`config.mk`:
```
export PLATFORM = sky130hd
export DESIGN_NAME = phi_ctrl
export DESIGN_NICKNAME = d
export VERILOG_FILES = /design/src/hdl/position_history_interpolator_unit_assert.svh /design/src/hdl/phi_pkg.sv /design/src/hdl/phi_ctrl.sv
export SDC_FILE = /design/constraint.sdc
export NUM_CORES = 1
export LEC_CHECK = 0
export ABC_CLOCK_PERIOD_IN_PS = 2800
export BUFFER_PORTS_ARGS = -buffer_cell sky130_fd_sc_hd__buf_2
export CORE_AREA = 2 2 39 41
export DETAILED_ROUTE_END_ITERATION = 8
export DIE_AREA = 0 0 41 43
export PLACE_DENSITY = 0.76
export RECOVER_POWER = 50
export SKIP_CTS_REPAIR_TIMING = 1
export SLEW_MARGIN = 20
export SYNTH_ARGS = -nofsm -noshare
export SYNTH_HDL_FRONTEND = slang
export SYNTH_SLANG_ARGS = --single-unit
```
`constraint.sdc`:
```
create_clock -name clk_i -period 2.8 [get_ports clk_i]
set_clock_uncertainty 0.1 [all_clocks]
set_input_delay 0.28 -clock clk_i [delete_from_list [all_inputs] [get_ports clk_i]]
set_output_delay 0.28 -clock clk_i [all_outputs]
set_load 0.05 [all_outputs]
```
`src/hdl/position_history_interpolator_unit_assert.svh`:
```
// Assertion macros for the position history interpolator.
// Included by files that carry concurrent checks; clocked on clk_i, reset rst_ni.
`ifndef POSITION_HISTORY_INTERPOLATOR_UNIT_ASSERT_SVH
`define POSITION_HISTORY_INTERPOLATOR_UNIT_ASSERT_SVH
`ifndef SYNTHESIS
// Same-cycle implication.
`define PHI_ASSERT_NOW(lbl, ant, con) \
  lbl: assert property (@(posedge clk_i) disable iff (!rst_ni) (ant) |-> (con)) \
    else $error("phi check failed");
// Next-cycle implication.
`define PHI_ASSERT_NXT(lbl, ant, con) \
  lbl: assert property (@(posedge clk_i) disable iff (!rst_ni) (ant) |=> (con)) \
    else $error("phi check failed");
`else
`define PHI_ASSERT_NOW(lbl, ant, con)
`define PHI_ASSERT_NXT(lbl, ant, con)
`endif
`endif

```
`src/hdl/phi_pkg.sv`:
```
// Shared types and constants of the position history interpolator.
// No dependencies; used by the controller, datapath and top level.
package phi_pkg;

  localparam int LatW            = 31;
  localparam int LonW            = 32;
  localparam int TimeW           = 32;
  localparam int QualW           = 4;
  localparam int HistoryDepthDef = 64;
  // Magnitude of a coordinate difference and the full product width
  localparam int DiffW           = 33;
  localparam int ProdW           = DiffW + TimeW;
  localparam int MulSteps        = TimeW;
  localparam int DivSteps        = ProdW;
  localparam int StepW           = 7;

  localparam logic CmdAdd   = 1'b0;
  localparam logic CmdQuery = 1'b1;

  typedef enum logic [2:0] {
    SelCur,
    SelFirst,
    SelNewest,
    SelOldest,
    SelInterp
  } res_sel_e;

  typedef struct packed {
    logic signed [LatW-1:0] lat;
    logic signed [LonW-1:0] lon;
    logic [TimeW-1:0]       tm;
  } entry_t;

  localparam int EntryW = $bits(entry_t);

  typedef struct packed {
    logic     add_we;
    logic     query_ld;
    logic     ld_first;
    logic     ld_pair;
    logic     advance;
    logic     mul_init;
    logic     mul_step;
    logic     div_init;
    logic     div_step;
    logic     out_load;
    res_sel_e sel;
  } dp_cmd_t;

  typedef struct packed {
    logic cnt_zero;
    logic cnt_one;
    logic brk;
    logic eq;
    logic last;
    logic tge;
    logic mul_last;
    logic div_last;
    logic out_free;
  } dp_stat_t;

endpackage

```
`src/hdl/phi_ctrl.sv`:
```
// Controller of the position history interpolator: sequences add, walk,
// multiply, divide and output. Depends on phi_pkg.
module phi_ctrl (
  input  logic              clk_i,
  input  logic              rst_ni,
  input  logic              in_valid_i,
  input  logic              command_i,
  output logic              in_ready_o,
  input  phi_pkg::dp_stat_t stat_i,
  output phi_pkg::dp_cmd_t  cmd_o
);

  localparam logic [3:0] StIdle = 4'd0;
  localparam logic [3:0] StRd0  = 4'd1;
  localparam logic [3:0] StLd0  = 4'd2;
  localparam logic [3:0] StRd   = 4'd3;
  localparam logic [3:0] StChk  = 4'd4;
  localparam logic [3:0] StDec  = 4'd5;
  localparam logic [3:0] StMul  = 4'd6;
  localparam logic [3:0] StDiv  = 4'd7;
  localparam logic [3:0] StOut  = 4'd8;

  logic [3:0]        state_q, state_d;
  phi_pkg::res_sel_e sel_q, sel_d;
  logic              accept;

  assign in_ready_o = (state_q == StIdle);
  assign accept     = in_valid_i && in_ready_o;

  // Next state and datapath commands
  always_comb begin
    state_d = state_q;
    sel_d   = sel_q;
    cmd_o   = '0;
    cmd_o.sel = sel_q;
    case (state_q)
      StIdle: begin
        if (accept) begin
          if (command_i == phi_pkg::CmdAdd) begin
            cmd_o.add_we = 1'b1;
          end else begin
            cmd_o.query_ld = 1'b1;
            if (stat_i.cnt_zero) begin
              sel_d   = phi_pkg::SelCur;
              state_d = StOut;
            end else begin
              state_d = StRd0;
            end
          end
        end
      end
      StRd0: state_d = StLd0;
      StLd0: begin
        cmd_o.ld_first = 1'b1;
        if (stat_i.cnt_one) begin
          sel_d   = phi_pkg::SelFirst;
          state_d = StOut;
        end else begin
          state_d = StRd;
        end
      end
      StRd: state_d = StChk;
      StChk: begin
        cmd_o.ld_pair = 1'b1;
        state_d       = StDec;
      end
      StDec: begin
        if (stat_i.brk) begin
          if (stat_i.eq) begin
            sel_d   = phi_pkg::SelFirst;
            state_d = StOut;
          end else begin
            cmd_o.mul_init = 1'b1;
            state_d        = StMul;
          end
        end else if (stat_i.last) begin
          sel_d   = stat_i.tge ? phi_pkg::SelNewest : phi_pkg::SelOldest;
          state_d = StOut;
        end else begin
          cmd_o.advance = 1'b1;
          state_d       = StRd;
        end
      end
      StMul: begin
        cmd_o.mul_step = 1'b1;
        if (stat_i.mul_last) begin
          cmd_o.div_init = 1'b1;
          state_d        = StDiv;
        end
      end
      StDiv: begin
        cmd_o.div_step = 1'b1;
        if (stat_i.div_last) begin
          sel_d   = phi_pkg::SelInterp;
          state_d = StOut;
        end
      end
      StOut: begin
        if (stat_i.out_free) begin
          cmd_o.out_load = 1'b1;
          state_d        = StIdle;
        end
      end
      default: state_d = StIdle;
    endcase
  end

  // State register
  always_ff @(posedge clk_i or negedge rst_ni) begin
    if (!rst_ni) begin
      state_q <= StIdle;
      sel_q   <= phi_pkg::SelCur;
    end else begin
      state_q <= state_d;
      sel_q   <= sel_d;
    end
  end

endmodule

```
# Word-level counts from Yosys, hierarchy flattened
# Index checks and enable logic that the tools add are counted.
dict set report totals {
  output_inout_bits 14
  reg_bits 7
  word_cells 61
  inputBits 13
}
dict set report op_classes {
  eq_ne 17
  n_mux 37
  reduce_logical 5
}
# op count
set ops {}
lappend ops {{$mux W4} 10}
lappend ops {{$pmux W4 S9} 1}
lappend ops {{$mux W3} 8}
lappend ops {{$eq A4 B3 Y1 const B} 4}
lappend ops {{$mux W1} 13}
lappend ops {{$pmux W3 S4} 1}
lappend ops {{$ne A2 B2 Y1 const B} 5}
lappend ops {{$eq A4 B2 Y1 const B} 2}
lappend ops {{$mux W2} 4}
lappend ops {{$reduce_and A8 Y1} 1}
lappend ops {{$ne A3 B3 Y1 const B} 2}
lappend ops {{$reduce_and A5 Y1} 1}
lappend ops {{$eq A4 B1 Y1 const B} 1}
lappend ops {{$eq A4 B4 Y1 const B} 1}
lappend ops {{$logic_not A4 Y1} 1}
lappend ops {{$ne A2 B1 Y1 const B} 2}
lappend ops {{$reduce_bool A4 Y1} 1}
lappend ops {{$logic_and A1 B1 Y1} 1}

# Depth between registers and ports, before layout
# Gate-level depths: netlist of the first run.
dict set report depth {
  depth_word 4
  mapped_depth 5
  depth_no_buf 4
}

# Worst setup path after synthesis of the first run
# OpenSTA, ideal clock, no wires.
dict set report synth_timing {
  kind {flip-flop to output port}
  startpoint {register state_q[2]}
  endpoint {output port cmd_o[12] (netlist name)}
  arrival_time_ns 3.022
  required_ns 2.420
  stages_incl_launch_ff 5
  setup_slack_ns -0.602
  n_path_buf 1
  path_cell_list {dfrtp_1 buf_6 nor4_1 nand2_1 nor2_1}
}
# item line_no
set synth_rtl {}
lappend synth_rtl {{start: declaration} phi_ctrl.sv:23} ;# logic [3:0] state_q, state_d;
lappend synth_rtl {{start signal: assignment} phi_ctrl.sv:111} ;# state_q <= StIdle;
lappend synth_rtl {{start signal: assignment} phi_ctrl.sv:114} ;# state_q <= state_d;
lappend synth_rtl {{end: declaration} phi_ctrl.sv:10} ;# output phi_pkg::dp_cmd_t cmd_o

==> implementation parameters, run 1 <==
Parameter                              Value

Outcome
  Status ... finished clean

Placed design
  Global placement routability congestion ... slightly below 0.8
  Post-DP HPWL ... between 1000 and 1500 um
  Count of port buffers added during placement ... 26
  Placed cells ... 101

Route
  Post-route DRC violation count ... 0
  Final routed wirelength across all metal layers ... ~1300 um
  Initial detailed-routing violation count ... 8
  Routed wirelength normalized by instance count ... approximately 12 um
  Routed length on met3 ... 58 um
  Number of nets still failing antenna checks after routing ... 0
  Sum of routed wire segments on met1 ... roughly 500 um
  TritonRoute pass-1 iters ... 4
  Met2 layer wire length in the routed design ... between 600 and 700 um
  Highest signal layer in the routed design ... met4
  Via count ... 560
  Avg Vias per Cell ... ~5.3

Critical path
  Capturing element type of the critical path ... output port
  WP data arrival ... around 1.7 ns
  Critical Path Start Type ... register
  Start-to-end type of the worst setup path ... register to output port
  Req. time, crit path ... approximately 2.4 ns
  Top fanout value on the critical path ... 14

Power
  Static leakage power ... 0.380 nW
  Comb pwr share ... 49.5%
  Net switching share of the total power ... a little under half
  Worst-case vdd ir drop ... ~0.00042 V
  Internal Dissipation ... approximately 0.25 mW
  Share of total power in the clock network ... a little under a fifth
  Share of total power in sequential cells ... ~32%
  Power per unit of standard cell area ... approximately 660 nW/um2
  Switching component of the power ... between 0.2 and 0.25 mW
  Power consumption ... 0.474 mW

Logic synthesis
  Yosys warning count ... 0
  Flip-flop and latch count after synthesis ... 7
  Number of synthesized flops with an enable pin ... 0
  Top FF cell, synth ... sky130_fd_sc_hd__dfrtp_1
  Net count after synthesis ... 76
  Gate Count Post-Synth ... between 60 and 70
  Count of distinct cell types in the synthesized netlist ... 30
  Post-Synthesis Cell Area ... 587 um2
  Fraction of registers with async set or reset after synthesis ... 100%
  Average cell area after synthesis ... approximately 9.3 um2
  Share of synthesized area occupied by flip-flops and latches ... between 20 and 30%

STA
  Worst slew slack as a fraction of its limit ... 60.8%
  Final hold slack ... between 0.1 and 0.15 ns
  Unrepaired setup endpoints after global routing ... false
  Finish-stage setup viols ... 0
  Final cycle utilization of the critical path ... between 70% and 80%
  Max-slew violations ... 0
  Clock period minus worst slack ... between 2 and 2.5 ns
  Achievable Freq ... 0.484 GHz
  Transition time of the tightest slew-check pin ... just under 0.6 ns
  Setup_tns ... 0 ns
  Final Hold Vio Count ... 0

Clock tree
  Number of clock sinks ... 7
  Skew-Pair Late Insertion Delay ... about 0.24 ns
  CTS root buffer ... sky130_fd_sc_hd__clkbuf_4
  Max Buffers Root-to-Sink ... 2
  Clock-pin slew reported for the worst setup and hold paths after clock tree synthesis ... about 0.050 ns
  CTS H-Tree Depth ... 1
  TritonCTS clock tree ... built
  Number of clock buffers inserted by TritonCTS ... 3

Run
  Max-cap violations ... 0

Floorplan
  Die Area ... between 1500 and 2000 um2
  Core ar. ... 1380 um2
  IO Pins ... 27
  Vertical die dimension ... roughly 43 um
  Num rows ... 14
  Starting utilization of the core area ... approximately 42%
  Die Wd ... around 41 um

Global routing
  Total global-route track usage ... between 10% and 20%
  Maximum number of pins on one net before global-route repair ... 15
  First-pass GRT wire length ... 1970 um
  Initial antenna violation count ... 0
  Overflow left after global routing ... 0
  Number of global-route vias before repair ... roughly 490

Layout
  Final antenna diode count ... 0
  Fill cell count ... approximately 140
  Fin cells ... approximately 110
  Fraction of layout cells with a size suffix above 1 ... around a third
  Layout Area Growth over Synthesis ... 22.2%
  Total Nets Final ... roughly 100

Hold path
  Type of the worst min-delay path ... input pin to register
## stage by stage
stage | setup slack [ns] | util [%] | instance area (um2)
finish | 0.734 | 51.8 | 717
global placement | 0.998 | 51.0 | 706
detailed placement | 0.969 | 51.0 | 706
CTS | 0.723 | 52.9 | 732
floorplan | 0.0508 | - | 593
global route | 0.634 | 51.8 | 717
## sequential cells by signal, indices dropped and copies added (netlist names)
signal and count:
sel_q 3, state_q 4
## final cells by class
class                           count  area [um2]  share of cell area, %
Clock buffer                        4        26.3                   3.66
Inverter                            3        11.3                   1.57
Multi-Input combinational cell     49         349                   48.7
Sequential cell                     7         175                   24.4
Tap cell                           16        20.0                   2.79
Timing Repair Buffer               27         135                   18.8
## worst paths after layout
check / startpoint / to / slack, ns / cells after the start
min: stat_i[0] / state_q[3]$_DFFE_PN0P_ / 0.15 / 2
min in group asynchronous: rst_ni / state_q[1]$_DFFE_PN0P_ / 0.37 / 2
max in group asynchronous: rst_ni / state_q[2]$_DFFE_PN0P_ / 1.97 / 2
max: state_q[0]$_DFFE_PN0P_ / cmd_o[8] / 0.73 / 3
min reg2reg: sel_q[1]$_DFFE_PN0P_ / sel_q[1]$_DFFE_PN0P_ / 0.39 / 1
max reg2reg: state_q[0]$_DFFE_PN0P_ / sel_q[0]$_DFFE_PN0P_ / 0.85 / 4
## power by group through the flow
stage | Clock (mW) | Sequential [mW] | Combinational, mW
floorplan | 0 | 0.133 | 0.236
global placement | 0 | 0.153 | 0.249
detailed placement | 0 | 0.154 | 0.250
CTS | 0.0904 | 0.153 | 0.250
global route | 0.0990 | 0.158 | 0.254
finish | 0.0864 | 0.153 | 0.234
## worst max-delay path, cell delays in order, from the launching register on
cell and delay (ns):
sky130_fd_sc_hd__dfrtp_1 0.64, sky130_fd_sc_hd__nand4bb_1 0.25, sky130_fd_sc_hd__nor3_1 0.25, sky130_fd_sc_hd__buf_2 0.31
## layer usage
layer,vias to the layer above,track usage [%]
met5,-,0
li1,284,-
met2,19,25.6
met3,2,3.14
met4,0,12.7
met1,255,19.7
## layout by cell type, fill, tap and decap left out, drive strengths merged, types with 2 or more instances in the layout
master / instances
nor3: 6
nor4bb: 2
o21ai: 4
inv: 3
nand2: 4
clkbuf: 8
a21oi: 3
mux2: 3
buf: 22
a21o: 3
nor2: 7
nand2b: 2
mux2i: 2
dfrtp: 7
## cell families (layout without fill, tap and decap cells)
family / after synthesis / count (layout) / share of synthesized area, %
compound gates: 14 / 14 / 19.6
xor+xnor: 1 / 1 / 1.49
buf+inv: 7 / 34 / 8.31
flops: 7 / 7 / 29.9
mux: 5 / 5 / 9.17
simple gates: 29 / 29 / 31.6
## synth_stat cells, types with 2 or more instances
library cell,instances,area (um2)
sky130_fd_sc_hd__nor4bb_1,2,20.0
sky130_fd_sc_hd__nand2_1,4,15.0
sky130_fd_sc_hd__dfrtp_1,7,175
sky130_fd_sc_hd__a21o_1,3,22.5
sky130_fd_sc_hd__mux2i_1,2,20.0
sky130_fd_sc_hd__buf_4,2,15.0
sky130_fd_sc_hd__o21ai_0,3,15.0
sky130_fd_sc_hd__mux2_1,3,33.8
sky130_fd_sc_hd__buf_6,2,22.5
sky130_fd_sc_hd__nor3_1,6,30.0
sky130_fd_sc_hd__inv_1,3,11.3
sky130_fd_sc_hd__a21oi_1,2,10.0
sky130_fd_sc_hd__nor2_1,7,26.3
Power figures use the tool's default switching activity.
==> run 2: changes to the inputs <==
--- a/config.mk
+++ b/config.mk
@@ -5,12 +5,13 @@
 export SDC_FILE = /design/constraint.sdc
 export NUM_CORES = 1
 export LEC_CHECK = 0
-export ABC_CLOCK_PERIOD_IN_PS = 2800
+export ABC_AREA = 1
+export ABC_CLOCK_PERIOD_IN_PS = 2000
 export BUFFER_PORTS_ARGS = -buffer_cell sky130_fd_sc_hd__buf_2
-export CORE_AREA = 2 2 39 41
+export CORE_AREA = 2 2 40 42
 export DETAILED_ROUTE_END_ITERATION = 8
-export DIE_AREA = 0 0 41 43
-export PLACE_DENSITY = 0.76
+export DIE_AREA = 0 0 42 44
+export PLACE_DENSITY = 0.73
 export RECOVER_POWER = 50
 export SKIP_CTS_REPAIR_TIMING = 1
 export SLEW_MARGIN = 20
==> constraint.sdc (replaced) <==
create_clock -name clk_i -period 2 [get_ports clk_i]
set_clock_uncertainty 0.1 [all_clocks]
set_input_delay 0.2 -clock clk_i [delete_from_list [all_inputs] [get_ports clk_i]]
set_output_delay 0.2 -clock clk_i [all_outputs]
set_load 0.05 [all_outputs]
==> run 2 against run 1 <==
Via count up 19%. Hold slack better by 0.024 ns. Cell area up 10%. Clock power up 54%. Sequential share of layout area down 2.2 points. Power up 90%.
==> implementation parameters, run 2 <==
Parameter                              Value

Clock tree
  Max Buffers Root-to-Sink ... 2
  Skew-Pair Late Insertion Delay ... about 0.26 ns
  CTS root buffer ... sky130_fd_sc_hd__clkbuf_4
  TritonCTS clock tree ... built
  Number of clock buffers inserted by TritonCTS ... 3
  CTS H-Tree Depth ... 1
  Number of clock sinks ... 7
  Clock-pin slew reported for the worst setup and hold paths after clock tree synthesis ... roughly 0.050 ns

Logic synthesis
  Fraction of registers with async set or reset after synthesis ... 100%
  Leading post-synthesis cells by instance count ... 31 x sky130_fd_sc_hd__nand2_1, 25 x sky130_fd_sc_hd__inv_1, 13 x sky130_fd_sc_hd__nor2_1
  Count of distinct cell types in the synthesized netlist ... 15
  Post-Synthesis Cell Area ... just under 600 um2
  Flip-flop and latch count after synthesis ... 7
  Top cell type's share of synthesized area ... 29.6%
  Share of synthesized area occupied by flip-flops and latches ... 29.6%
  Largest family of logic cells by synthesized area ... simple AND/OR/NAND/NOR gates
  Gate Count Post-Synth ... between 100 and 150
  Fraction of the mapped netlist area in adder cells ... 0%
  Yosys warning count ... 0
  Synth Area in Simple Gates ... 51.4%
  Compound-gate portion of the synthesized area ... roughly 2.5%
  Number of synthesized flops with an enable pin ... 0
  Most frequent cell after synthesis ... sky130_fd_sc_hd__nand2_1
  Fraction of synthesized cell area in xor and xnor cells ... 0%
  Mux contribution to synthesized area ... 0%
  Post-synthesis cell type with the largest combined area ... sky130_fd_sc_hd__dfrtp_1
  Net count after synthesis ... 114
  Average cell area after synthesis ... a little under 6 um2
  Top FF cell, synth ... sky130_fd_sc_hd__dfrtp_1
  Top cells by area, synth ... sky130_fd_sc_hd__dfrtp_1 30%, sky130_fd_sc_hd__nand2_1 20%, sky130_fd_sc_hd__inv_1 16%

Global routing
  Total global-route track usage ... 16.9%
  First-pass GRT wire length ... between 2000 and 2500 um
  Overflow left after global routing ... 0
  Initial antenna violation count ... 0
  Maximum number of pins on one net before global-route repair ... 9
  Number of global-route vias before repair ... ~600

Placed design
  Count of port buffers added during placement ... 26
  Post-DP HPWL ... roughly 1200 um
  Placed cells ... 143
  Global placement routability congestion ... about 0.92

STA
  Final Hold Vio Count ... 0
  Achievable Freq ... between 0.5 and 0.6 GHz
  Transition time of the tightest slew-check pin ... ~0.6 ns
  Worst slew slack as a fraction of its limit ... between 60% and 70%
  Unrepaired setup endpoints after global routing ... false
  Setup_tns ... 0 ns
  Clock period minus worst slack ... about 1.9 ns
  Max-slew violations ... 0
  Finish-stage setup viols ... 0
  Final cycle utilization of the critical path ... 94.1%

Layout
  Max reg flops ... 4
  Total Nets Final ... about 150
  Fill cell count ... around 160
  Total area of multi-input combinational cells ... roughly 340 um2
  Largest reg by FF count ... state_q
  Biggest regs ... state_q (4), sel_q (3)
  Most common cell after layout, fill and taps aside ... sky130_fd_sc_hd__nand2_1
  Layout Area Growth over Synthesis ... 33.4%
  Fraction of layout cells with a size suffix above 1 ... 28.0%
  Final antenna diode count ... 0
  Area taken by flip-flops and latches ... 175 um2
  Fin cells ... between 100 and 150
  Finished Core Util ... a little under three fifths
  Top library cells by usage in the layout, fill and taps aside ... 31 x sky130_fd_sc_hd__nand2_1, 25 x sky130_fd_sc_hd__inv_1, 22 x sky130_fd_sc_hd__buf_2

Route
  Final routed wirelength across all metal layers ... approximately 1400 um
  Post-route DRC violation count ... 0
  Highest signal layer in the routed design ... met4
  Initial detailed-routing violation count ... 11
  Routed length on met3 ... 62 um
  Sum of routed wire segments on met1 ... around 630 um
  Routed wirelength normalized by instance count ... a little under 10 um
  Via count ... around 670
  TritonRoute pass-1 iters ... 4
  Number of nets still failing antenna checks after routing ... 0
  Met2 layer wire length in the routed design ... between 700 and 800 um
  Avg Vias per Cell ... about 4.5

Critical path
  WP data arrival ... 1.58 ns
  Start-to-end type of the worst setup path ... register to output port
  Cell depth of the worst flop-to-flop path ... 8
  Peak per-stage delay on the critical path ... around 0.42 ns
  Critical Path Start Type ... register
  Worst setup slack for register-to-register paths ... 0.50 ns
  Capturing element type of the critical path ... output port
  Top fanout value on the critical path ... 5
  Req. time, crit path ... roughly 1.7 ns
  Slowest library cell on the worst path ... sky130_fd_sc_hd__dfrtp_1
  Cell chain of the critical path ... nor2_1 -> nand2_1 -> nor3b_2 -> buf_2

Power
  Switching component of the power ... around 0.5 mW
  Static leakage power ... 0.539 nW
  Worst-case vdd ir drop ... around 0.00039 V
  Share of total power in the clock network ... between 10 and 15%
  Comb pwr share ... between 60% and 70%
  Share of total power in sequential cells ... between 20% and 30%
  Power per unit of standard cell area ... 1140 nW/um2
  Internal Dissipation ... ~0.39 mW
  Net switching share of the total power ... a little under three fifths

Floorplan
  Core ar. ... about 1400 um2
  Die Wd ... between 40 and 50 um
  Starting utilization of the core area ... around two fifths
  Num rows ... 14
  IO Pins ... 27
  Die Area ... 1850 um2
  Vertical die dimension ... 44 um

Run
  Max-cap violations ... 0

Hold path
  Hold path cells ... 4
  Type of the worst min-delay path ... input pin to register

Outcome
  Status ... finished clean
[run 2: worst max-delay path, delay by kind of cell, from the launching register on]
| family | cells | cell delay, ns |
|---|---|---|
| buffers and inverters | 1 | 0.28 |
| DFF | 1 | 0.42 |
| and+or+nand+nor | 3 | 0.62 |
[run 2: kinds of logic (layout without fill, tap and decap cells)]
family	count (synthesis)	after routing
simple gates	65	65
buf+inv	26	57
flops	7	7
compound gates	3	3
[run 2: per-stage QoR]
stage	total power [mW]	hold WS [ns]	setup WS [ns]	cell area, um2
5_1_grt	0.963	0.196	0.0196	790
2_1_floorplan	0.650	-0.196	0.147	608
4_1_cts	0.907	-0.334	0.0796	785
3_5_place_dp	0.771	-0.0580	0.361	758
6_report	0.900	0.170	0.118	790
3_3_place_gp	0.762	-0.0623	0.434	758
[run 2: worst paths after layout]
kind,start,endpoint
setup / recovery,state_q[0]$_DFFE_PN0P_,cmd_o[11]
hold / removal,stat_i[6],sel_q[1]$_DFFE_PN0P_
setup reg to reg,state_q[3]$_DFFE_PN0P_,sel_q[0]$_DFFE_PN0P_
hold reg to reg,sel_q[1]$_DFFE_PN0P_,sel_q[1]$_DFFE_PN0P_
max in group asynchronous,rst_ni,state_q[0]$_DFFE_PN0P_
min in group asynchronous,rst_ni,sel_q[2]$_DFFE_PN0P_
[run 2: layout make-up]
type	instances	share of cell area (%)
clock buffers	4	3.33
multi-input cells	68	42.5
flip-flops and latches	7	22.2
well taps	16	2.54
inverters	26	12.4
repair buffers	27	17.1
[run 2: power groups by stage]
stage                     logic [mW]  clock network, mW  registers, mW
after detailed placement       0.556                  0          0.216
after global placement         0.549                  0          0.213
after CTS                      0.559              0.135          0.213
final                          0.552              0.133          0.215
after floorplan                0.413                  0          0.238
after global routing           0.603              0.139          0.220
[run 2: layer usage]
metal  vias up  GRT usage [%]
met4         0           5.81
met2        15           29.1
met1       291           20.1
met5         -              0
li1        358              -
met3         4           5.00
